## config.mk

```make
export PLATFORM = sky130hd
export DESIGN_NAME = uart_baud_divisor_calc
export DESIGN_NICKNAME = d
export VERILOG_FILES = /design/src/hw/rtl/udc_pkg.sv /design/src/hw/rtl/udc_div_cell.sv /design/src/hw/rtl/udc_post.sv /design/src/hw/rtl/uart_baud_divisor_calc.sv
export VERILOG_INCLUDE_DIRS = /design/src /design/src/hw/rtl
export SDC_FILE = /design/constraint.sdc
export NUM_CORES = 2
export LEC_CHECK = 0
export ABC_CLOCK_PERIOD_IN_PS = 12100
export BUFFER_PORTS_ARGS = -buffer_cell sky130_fd_sc_hd__buf_4
export CORE_ASPECT_RATIO = 1.2
export CORE_MARGIN = 8
export CORE_UTILIZATION = 60
export CTS_CLUSTER_DIAMETER = 50
export DETAILED_ROUTE_END_ITERATION = 6
export PLACE_DENSITY = 0.78
export RECOVER_POWER = 25
export SYNTH_ARGS = -nofsm -noshare
export SYNTH_HDL_FRONTEND = slang
export SYNTH_SLANG_ARGS = --single-unit
```

## constraint.sdc

```tcl
create_clock -name clk_i -period 12.1 [get_ports clk_i]
set_input_delay 1.21 -clock clk_i [delete_from_list [all_inputs] [get_ports clk_i]]
set_output_delay 1.21 -clock clk_i [all_outputs]
set_load 0.005 [all_outputs]
```

## src/hw/rtl/uart_baud_divisor_calc_defines.svh

```systemverilog
// assertion macros for the baud divisor calculator
`ifndef UART_BAUD_DIVISOR_CALC_DEFINES_SVH
`define UART_BAUD_DIVISOR_CALC_DEFINES_SVH

// antecedent implies consequent, checked on clk_i outside reset
`define UDC_ASSERT_IMP(lbl, ante, cons, msg) \
  lbl: assert property (@(posedge clk_i) disable iff (!rst_ni) (ante) |-> (cons)) \
    else $error(msg);

// condition never holds outside reset
`define UDC_ASSERT_NEVER(lbl, cond, msg) \
  lbl: assert property (@(posedge clk_i) disable iff (!rst_ni) !(cond)) \
    else $error(msg);

`endif

```

## src/hw/rtl/udc_pkg.sv

```systemverilog
// types and constants shared by the baud divisor calculator
`timescale 1ns / 1ps
package udc_pkg;

  localparam int unsigned ClkW     = 28;
  localparam int unsigned BaudW    = 24;
  localparam int unsigned NumW     = 33;
  localparam int unsigned DenW     = 26;
  localparam int unsigned RemW     = DenW;
  localparam int unsigned NumCells = NumW;
  localparam int unsigned MantW    = 12;
  localparam int unsigned FracW    = 4;
  localparam int unsigned WordW    = MantW + FracW;
  localparam int unsigned StatusW  = 2;
  localparam int unsigned CfgIdxW  = 1;
  localparam int unsigned PostStages = 3;
  localparam int unsigned Latency  = 1 + NumCells + PostStages;

  localparam logic [ClkW-1:0] ClockReset = ClkW'(16000000);
  localparam int unsigned ClockMul  = 25;
  localparam int unsigned Hundred   = 100;
  localparam int unsigned RoundHalf = 50;
  localparam int unsigned HundLimit = 4096 * Hundred;
  localparam int unsigned HundLoW   = 19;
  localparam int unsigned RecipW    = 20;
  localparam int unsigned RecipShift = 26;
  localparam int unsigned RecipHund = (2 ** RecipShift + Hundred - 1) / Hundred;
  localparam int unsigned RemHW     = 7;
  localparam int unsigned RndW      = 11;
  localparam int unsigned FracRecipW = 14;
  localparam int unsigned FracShift = 20;
  localparam int unsigned FracRecip = (2 ** FracShift + Hundred - 1) / Hundred;
  localparam int unsigned FracQW    = 5;
  localparam logic [FracQW-1:0] StepsX16 = FracQW'(16);
  localparam logic [FracQW-1:0] StepsX8  = FracQW'(8);
  localparam logic [MantW-1:0] MantMax = {MantW{1'b1}};

  localparam logic [CfgIdxW-1:0] CfgClock      = 1'b0;
  localparam logic [CfgIdxW-1:0] CfgOversample = 1'b1;

  typedef enum logic [StatusW-1:0] {
    StatusOk       = 2'd0,
    StatusBaudZero = 2'd1,
    StatusSat      = 2'd2
  } status_e;

  typedef struct packed {
    logic            valid;
    logic            zero;
    logic [DenW-1:0] den;
    logic [RemW-1:0] rem;
    logic [NumW-1:0] acc;
  } cell_t;

  typedef struct packed {
    logic             valid;
    logic [WordW-1:0] word;
    logic [MantW-1:0] mant;
    logic [FracW-1:0] frac;
    status_e          status;
  } res_t;

endpackage

```

## src/hw/rtl/udc_div_cell.sv

```systemverilog
// one restoring division cell: a quotient bit per cycle
`timescale 1ns / 1ps
module udc_div_cell (
  input  logic           clk_i,
  input  logic           rst_ni,
  input  udc_pkg::cell_t cell_i,
  output udc_pkg::cell_t cell_o
);
  import udc_pkg::*;

  logic [RemW:0]   trial;
  logic [RemW:0]   diff;
  logic            ge;
  logic [RemW-1:0] rem_d;
  logic [NumW-1:0] acc_d;
  logic            valid_q;
  logic            zero_q;
  logic [DenW-1:0] den_q;
  logic [RemW-1:0] rem_q;
  logic [NumW-1:0] acc_q;

  always_comb begin
    trial = {cell_i.rem, cell_i.acc[NumW-1]};
    ge    = trial >= {1'b0, cell_i.den};
    diff  = trial - {1'b0, cell_i.den};
    rem_d = ge ? diff[RemW-1:0] : trial[RemW-1:0];
    acc_d = {cell_i.acc[NumW-2:0], ge};
  end

  always_ff @(posedge clk_i or negedge rst_ni) begin
    if (!rst_ni) begin
      valid_q <= 1'b0;
    end else begin
      valid_q <= cell_i.valid;
    end
  end

  always_ff @(posedge clk_i) begin
    zero_q <= cell_i.zero;
    den_q  <= cell_i.den;
    rem_q  <= rem_d;
    acc_q  <= acc_d;
  end

  assign cell_o = '{valid: valid_q, zero: zero_q, den: den_q, rem: rem_q, acc: acc_q};

endmodule

```

## src/hw/rtl/udc_post.sv

```systemverilog
// splits the hundredths into mantissa and fraction, rounds and saturates
`timescale 1ns / 1ps
module udc_post (
  input  logic           clk_i,
  input  logic           rst_ni,
  input  logic           by8_i,
  input  udc_pkg::cell_t cell_i,
  output udc_pkg::res_t  res_o
);
  import udc_pkg::*;

  typedef struct packed {
    logic               valid;
    logic               zero;
    logic               over;
    logic [MantW-1:0]   mant;
    logic [HundLoW-1:0] hund;
  } p1_t;

  typedef struct packed {
    logic             valid;
    logic             zero;
    logic             over;
    logic [MantW-1:0] mant;
    logic [RemHW-1:0] rem;
  } p2_t;

  logic [HundLoW+RecipW-1:0]  mant_prod;
  logic [HundLoW-1:0]         hund_part;
  logic [HundLoW-1:0]         rem_full;
  logic [RndW-1:0]            rnd;
  logic [RndW+FracRecipW-1:0] frac_prod;
  logic [FracQW-1:0]          frac_q5;
  logic [FracQW-1:0]          steps;
  logic                       carry;
  logic [MantW:0]             mant_c;
  logic [FracW-1:0]           frac_c;
  p1_t                        p1_d, p1_q;
  p2_t                        p2_d, p2_q;
  res_t                       res_d, res_q;

  always_comb begin
    mant_prod  = (HundLoW+RecipW)'(cell_i.acc[HundLoW-1:0]) * (HundLoW+RecipW)'(RecipHund);
    p1_d.valid = cell_i.valid;
    p1_d.zero  = cell_i.zero;
    p1_d.over  = cell_i.acc >= NumW'(HundLimit);
    p1_d.mant  = mant_prod[RecipShift +: MantW];
    p1_d.hund  = cell_i.acc[HundLoW-1:0];
  end

  always_comb begin
    hund_part  = HundLoW'(p1_q.mant) * HundLoW'(Hundred);
    rem_full   = p1_q.hund - hund_part;
    p2_d.valid = p1_q.valid;
    p2_d.zero  = p1_q.zero;
    p2_d.over  = p1_q.over;
    p2_d.mant  = p1_q.mant;
    p2_d.rem   = rem_full[RemHW-1:0];
  end

  always_comb begin
    steps     = by8_i ? StepsX8 : StepsX16;
    rnd       = by8_i ? RndW'({p2_q.rem, 3'b000}) : RndW'({p2_q.rem, 4'b0000});
    rnd       = rnd + RndW'(RoundHalf);
    frac_prod = (RndW+FracRecipW)'(rnd) * (RndW+FracRecipW)'(FracRecip);
    frac_q5   = frac_prod[FracShift +: FracQW];
    carry     = frac_q5 >= steps;
    mant_c    = {1'b0, p2_q.mant} + (MantW+1)'(carry);
    frac_c    = carry ? '0 : frac_q5[FracW-1:0];
    res_d.valid = p2_q.valid;
    if (p2_q.zero) begin
      res_d.mant   = '0;
      res_d.frac   = '0;
      res_d.status = StatusBaudZero;
    end else if (p2_q.over || mant_c[MantW]) begin
      res_d.mant   = MantMax;
      res_d.frac   = FracW'(steps - FracQW'(1));
      res_d.status = StatusSat;
    end else if (mant_c == '0) begin
      res_d.mant   = MantW'(1);
      res_d.frac   = '0;
      res_d.status = StatusSat;
    end else begin
      res_d.mant   = mant_c[MantW-1:0];
      res_d.frac   = frac_c;
      res_d.status = StatusOk;
    end
    res_d.word = {res_d.mant, res_d.frac};
  end

  always_ff @(posedge clk_i or negedge rst_ni) begin
    if (!rst_ni) begin
      p1_q  <= '0;
      p2_q  <= '0;
      res_q <= '0;
    end else begin
      p1_q  <= p1_d;
      p2_q  <= p2_d;
      res_q <= res_d;
    end
  end

  assign res_o = res_q;

endmodule

```

## src/hw/rtl/uart_baud_divisor_calc.sv

```systemverilog
// top level of the uart baud divisor calculator
`timescale 1ns / 1ps
`include "uart_baud_divisor_calc_defines.svh"
// Takes one baud rate request per clock: busy_o never rises, so start_i may be
// held high every cycle. Each result appears on the result ports marked by
// done_o for exactly one cycle, in request order; it must be captured then, as
// the block cannot be stalled. Requests pass one entry stage, the row of 33
// restoring division cells (one quotient bit each) and three stages that split,
// round and saturate the divider.
// Configuration writes are always ready; an oversampling write takes effect on
// in-flight requests, so write them only while no request is outstanding.
module uart_baud_divisor_calc (
  input  logic                          clk_i,
  input  logic                          rst_ni,
  input  logic                          start_i,
  output logic                          busy_o,
  input  logic [udc_pkg::BaudW-1:0]     baud_rate_i,
  output logic                          done_o,
  output logic [udc_pkg::WordW-1:0]     divisor_word_o,
  output logic [udc_pkg::MantW-1:0]     divider_mantissa_o,
  output logic [udc_pkg::FracW-1:0]     divider_fraction_o,
  output logic [udc_pkg::StatusW-1:0]   status_o,
  input  logic                          cfg_valid_i,
  output logic                          cfg_ready_o,
  input  logic [udc_pkg::CfgIdxW-1:0]   cfg_index_i,
  input  logic [udc_pkg::ClkW-1:0]      cfg_data_i
);
  import udc_pkg::*;

  logic [ClkW-1:0] clock_hz_q;
  logic            by8_q;
  logic            accept;
  cell_t           front_d;
  cell_t           front_q;
  cell_t           chain [NumCells+1];
  res_t            res;

  assign busy_o      = 1'b0;
  assign cfg_ready_o = 1'b1;
  assign accept      = start_i && !busy_o;

  always_ff @(posedge clk_i or negedge rst_ni) begin
    if (!rst_ni) begin
      clock_hz_q <= ClockReset;
      by8_q      <= 1'b0;
    end else if (cfg_valid_i && cfg_ready_o) begin
      case (cfg_index_i)
        CfgClock:      clock_hz_q <= cfg_data_i;
        CfgOversample: by8_q      <= cfg_data_i[0];
        default:       ;
      endcase
    end
  end

  always_comb begin
    front_d.valid = accept;
    front_d.zero  = baud_rate_i == '0;
    front_d.den   = by8_q ? DenW'({baud_rate_i, 1'b0}) : DenW'({baud_rate_i, 2'b00});
    front_d.rem   = '0;
    front_d.acc   = NumW'(clock_hz_q) * NumW'(ClockMul);
  end

  always_ff @(posedge clk_i or negedge rst_ni) begin
    if (!rst_ni) begin
      front_q <= '0;
    end else begin
      front_q <= front_d;
    end
  end

  assign chain[0] = front_q;

  for (genvar g = 0; g < NumCells; g++) begin : g_cell
    udc_div_cell u_cell (
      .clk_i  (clk_i),
      .rst_ni (rst_ni),
      .cell_i (chain[g]),
      .cell_o (chain[g+1])
    );
  end

  udc_post u_post (
    .clk_i  (clk_i),
    .rst_ni (rst_ni),
    .by8_i  (by8_q),
    .cell_i (chain[NumCells]),
    .res_o  (res)
  );

  assign done_o             = res.valid;
  assign divisor_word_o     = res.word;
  assign divider_mantissa_o = res.mant;
  assign divider_fraction_o = res.frac;
  assign status_o           = res.status;

  `UDC_ASSERT_IMP(a_zero_baud_flagged, accept && baud_rate_i == '0, ##Latency (done_o && status_o == StatusBaudZero), "zero baud request not flagged at expected latency")
  `UDC_ASSERT_IMP(a_nonzero_baud_done, accept && baud_rate_i != '0, ##Latency (done_o && status_o != StatusBaudZero), "nonzero baud request lost or misflagged")
  `UDC_ASSERT_NEVER(a_x8_fraction, done_o && by8_q && divider_fraction_o[FracW-1], "eighths fraction uses top bit")
  `UDC_ASSERT_NEVER(a_sat_value, done_o && status_o == StatusSat && divider_mantissa_o != MantMax && divider_mantissa_o != MantW'(1), "saturated mantissa not at a limit")

endmodule

```

==> flow_metrics.py <==
metrics = {
    "global_route": {
        "track_usage": 0.2366,
        "grt_overflow": 0,
        "grt_pass1_vias": 83210,
        "grt_max_degree": 68,
        "grt_pass1_wl_mm": 418.0,
        "antenna_found_initial": 2,
    },
    "die": {
        "core_area_mm2": 0.2000,
        "die_area_mm2": 0.2154,
        "die_height_um": 506.8,
        "start_util": 0.6022,
        "fp-row-count": 180,
        "die_x_um": 425.0,
        "ios": 94,
    },
    "final_layout": {
        "drive_gt1_frac": 0.09161,
        "final_area_mm2": 0.1337,
        "multi_input_area_mm2": 0.05461,
        "seqCellArea_mm2": 0.05977,
        "final_nets": 13170,
        "fillers": 15030,
        "syn2layout_area_growth_pct": 11.00,
    },
    "setup_path": {
        "max_stage_delay_ns": 1.12,
        "critical_path.startpoint": "by8_q",
        "crit_family": "adder cells",
        "startpoint_type": "register",
        "path_common_cell": "ha_1",
        "endpoint": "u_post.res_o[21]",
        "rrSetupSlack_ns": 2.00,
        "cp.depth": 42,
        "crit_type": "reg2reg",
        "reg2reg_depth": 42,
        "crit_fanout": 41,
        "cp.arrival_ns": 10.86,
        "cp_data_required_time_ns": 12.85,
        "cp_num_buf_inv": 4,
        "rr_endpoint": "u_post.res_o[21]",
        "regToRegStartpoint": "by8_q",
        "end_kind": "register",
        "cpMaxStageDelayCell": "dfrtp_2",
    },
    "logic_synthesis": {
        "synth_async_sr_flop_share": 0.06295,
        "yosys-top-cells-count": "dfxtp_1 (2,754), inv_1 (1,406), ha_1 (1,133)",
        "netlist.area_leader.share": 0.4578,
        "synth_top_area_cell": "dfxtp_1",
        "avgSynthCellArea_um2": 10.45,
        "synthesis.area_mm2": 0.1204,
        "synth-seq-area-share": 0.4963,
        "synthFlopType": "dfxtp_1",
        "synth_cells": 11530,
        "synth.distinct_cells": 101,
        "synth.most_common_cell": "dfxtp_1",
        "synth_area_leaders": "dfxtp_1 (46%), ha_1 (12%), inv_1 (4.4%)",
        "synth_seq_cells": 2939,
        "synth_edf_count": 0,
        "ys_warn_count": 0,
    },
    "clock_tree": {
        "cts-root-buf": "clkbuf_16",
        "cts_made_buffers": 296,
        "cts_hold_buf": 0,
        "clock_latency_ns": 0.92,
        "cts_setup_buffers": 0,
        "clock_sinks": 2939,
        "cts_tree": "built",
        "htree_levels": 5,
        "clk_pin_slew_ns": 0.06,
        "clk_path_buf_depth": 4,
        "cts.repair.resized": 0,
    },
    "placement": {
        "dpl-instance-area_mm2": 0.1239,
        "place_ws_ns": 2.044,
        "dp_hpwl_mm": 199.1,
        "port_buffers": 91,
        "place.gp.congestion": 0.9909,
    },
    "sta": {
        "fmax_mhz": 99.00,
        "hold_viol": 0,
        "hold_slack_ns": 0.2085,
        "setup-tns-final_ns": 0,
        "layout_setup_ws_ns": 1.999,
        "post-route-min-period_ns": 10.10,
        "tightest_slew_ns": 1.176,
        "rsz0062_at_grt": "no",
        "finalClockSkew_ns": 0.05634,
        "drv_slew": 0,
        "post-route-period-util": 0.8348,
        "setup_violations": 0,
        "slew_headroom": 0.2157,
    },
    "outcome": {
        "run_status": "complete, but fails checks",
        "violations": "design-rule violations",
    },
    "hold_path": {
        "min_path_type": "in2async",
    },
    "route": {
        "drt-pass1-iter-count": 7,
        "drc": 1,
        "ant_nets": 0,
        "num_vias": 80610,
        "routed_wl_mm": 260.8,
        "wire_per_inst_um": 17.83,
        "drt_iter0_drc": 4442,
        "avgViaCountPerCell": 5.511,
    },
    "job": {
        "drv_cap": 0,
    },
}
[state kept, by name, summed over array words and instances, names as in the netlist, 22 cells and up]
signal                 cells
g_cell.u_cell.acc_q     1089
g_cell.u_cell.rem_q      832
g_cell.u_cell.den_q      800
chain                     60
g_cell.u_cell.valid_q     33
g_cell.u_cell.zero_q      33
clock_hz_q                28
u_post.p1_q               22
u_post.p2_q               22
[cell usage in the layout (no fill, tap or decap), types with 301 or more instances in the layout]
master / count
a21o_1: 349
a21oi_1: 838
clkbuf_16: 301
dfxtp_1: 2754
ha_1: 1133
inv_1: 1406
mux2_2: 406
nand2_1: 497
nor2_1: 632
o21ai_0: 533
xnor2_1: 429
[area by class of cell]
cell class / count / share of cell area
timing repair buffer: 127 / 0.007188
tap: 2639 / 0.02470
multi-input combinational: 7007 / 0.4085
clock buffer: 391 / 0.06247
inverter: 1407 / 0.03951
sequential: 2939 / 0.4471
clock inverter: 115 / 0.01046
antenna: 2 / 0.00003744
[worst reg2reg max path: cells and delay by family, from the launching register on]
family / cells / cell delay (ns)
fa+ha+maj: 10 / 3.10
simple gates: 16 / 2.67
compound gates: 9 / 1.93
flops: 1 / 1.12
buf+inv: 4 / 0.61
xor+xnor: 2 / 0.30
mux: 1 / 0.19
[cell families (layout without fill, tap and decap cells)]
| kind of cell | count (synthesis) | in the layout | share of synthesized area |
|---|---|---|---|
| AOI/OAI and AO/OA | 2455 | 2455 | 0.1275 |
| xor gates and xnor gates | 656 | 656 | 0.04771 |
| adders and majority gates | 1338 | 1338 | 0.1518 |
| buffers and inverters | 1593 | 2040 | 0.05098 |
| DFF | 2939 | 2939 | 0.4963 |
| muxes | 454 | 454 | 0.04209 |
| other | 2 | 16 | 0.00006236 |
| and+or+nand+nor | 2090 | 2090 | 0.08360 |
[layer usage]
metal	track usage	vias up	wire length (um)	part of all wire
li1	-	39590	-	-
met1	0.2546	38130	99980	0.38
met2	0.4348	2048	132800	0.51
met3	0.03649	838	10650	0.041
met4	0.1429	0	17460	0.067
met5	0	-	0	0
[worst min-delay path by stage]
stage | from | to | slack, ns
after floorplan | g_cell[9].u_cell.acc_q[9] | g_cell[10].u_cell.acc_q[10] | 0.31
after global placement | g_cell[15].u_cell.acc_q[16] | g_cell[16].u_cell.acc_q[17] | 0.31
after detailed placement | g_cell[2].u_cell.acc_q[23] | g_cell[3].u_cell.acc_q[24] | 0.31
after CTS | rst_ni | chain[2931] | 0.17
after global routing | rst_ni | chain[2934] | 0.21
final | rst_ni | chain[2933] | 0.21
[per-stage QoR]
stage,cells,utilization
floorplan,11540,-
detailed placement,14120,0.6197
finish,14630,0.6684
global route,14630,0.6684
CTS,14630,0.6684
global placement,14120,0.6197
Power is left out: the tool's default activity adds up to more than one toggle a clock period on the data nets, which glitch-free logic cannot reach.
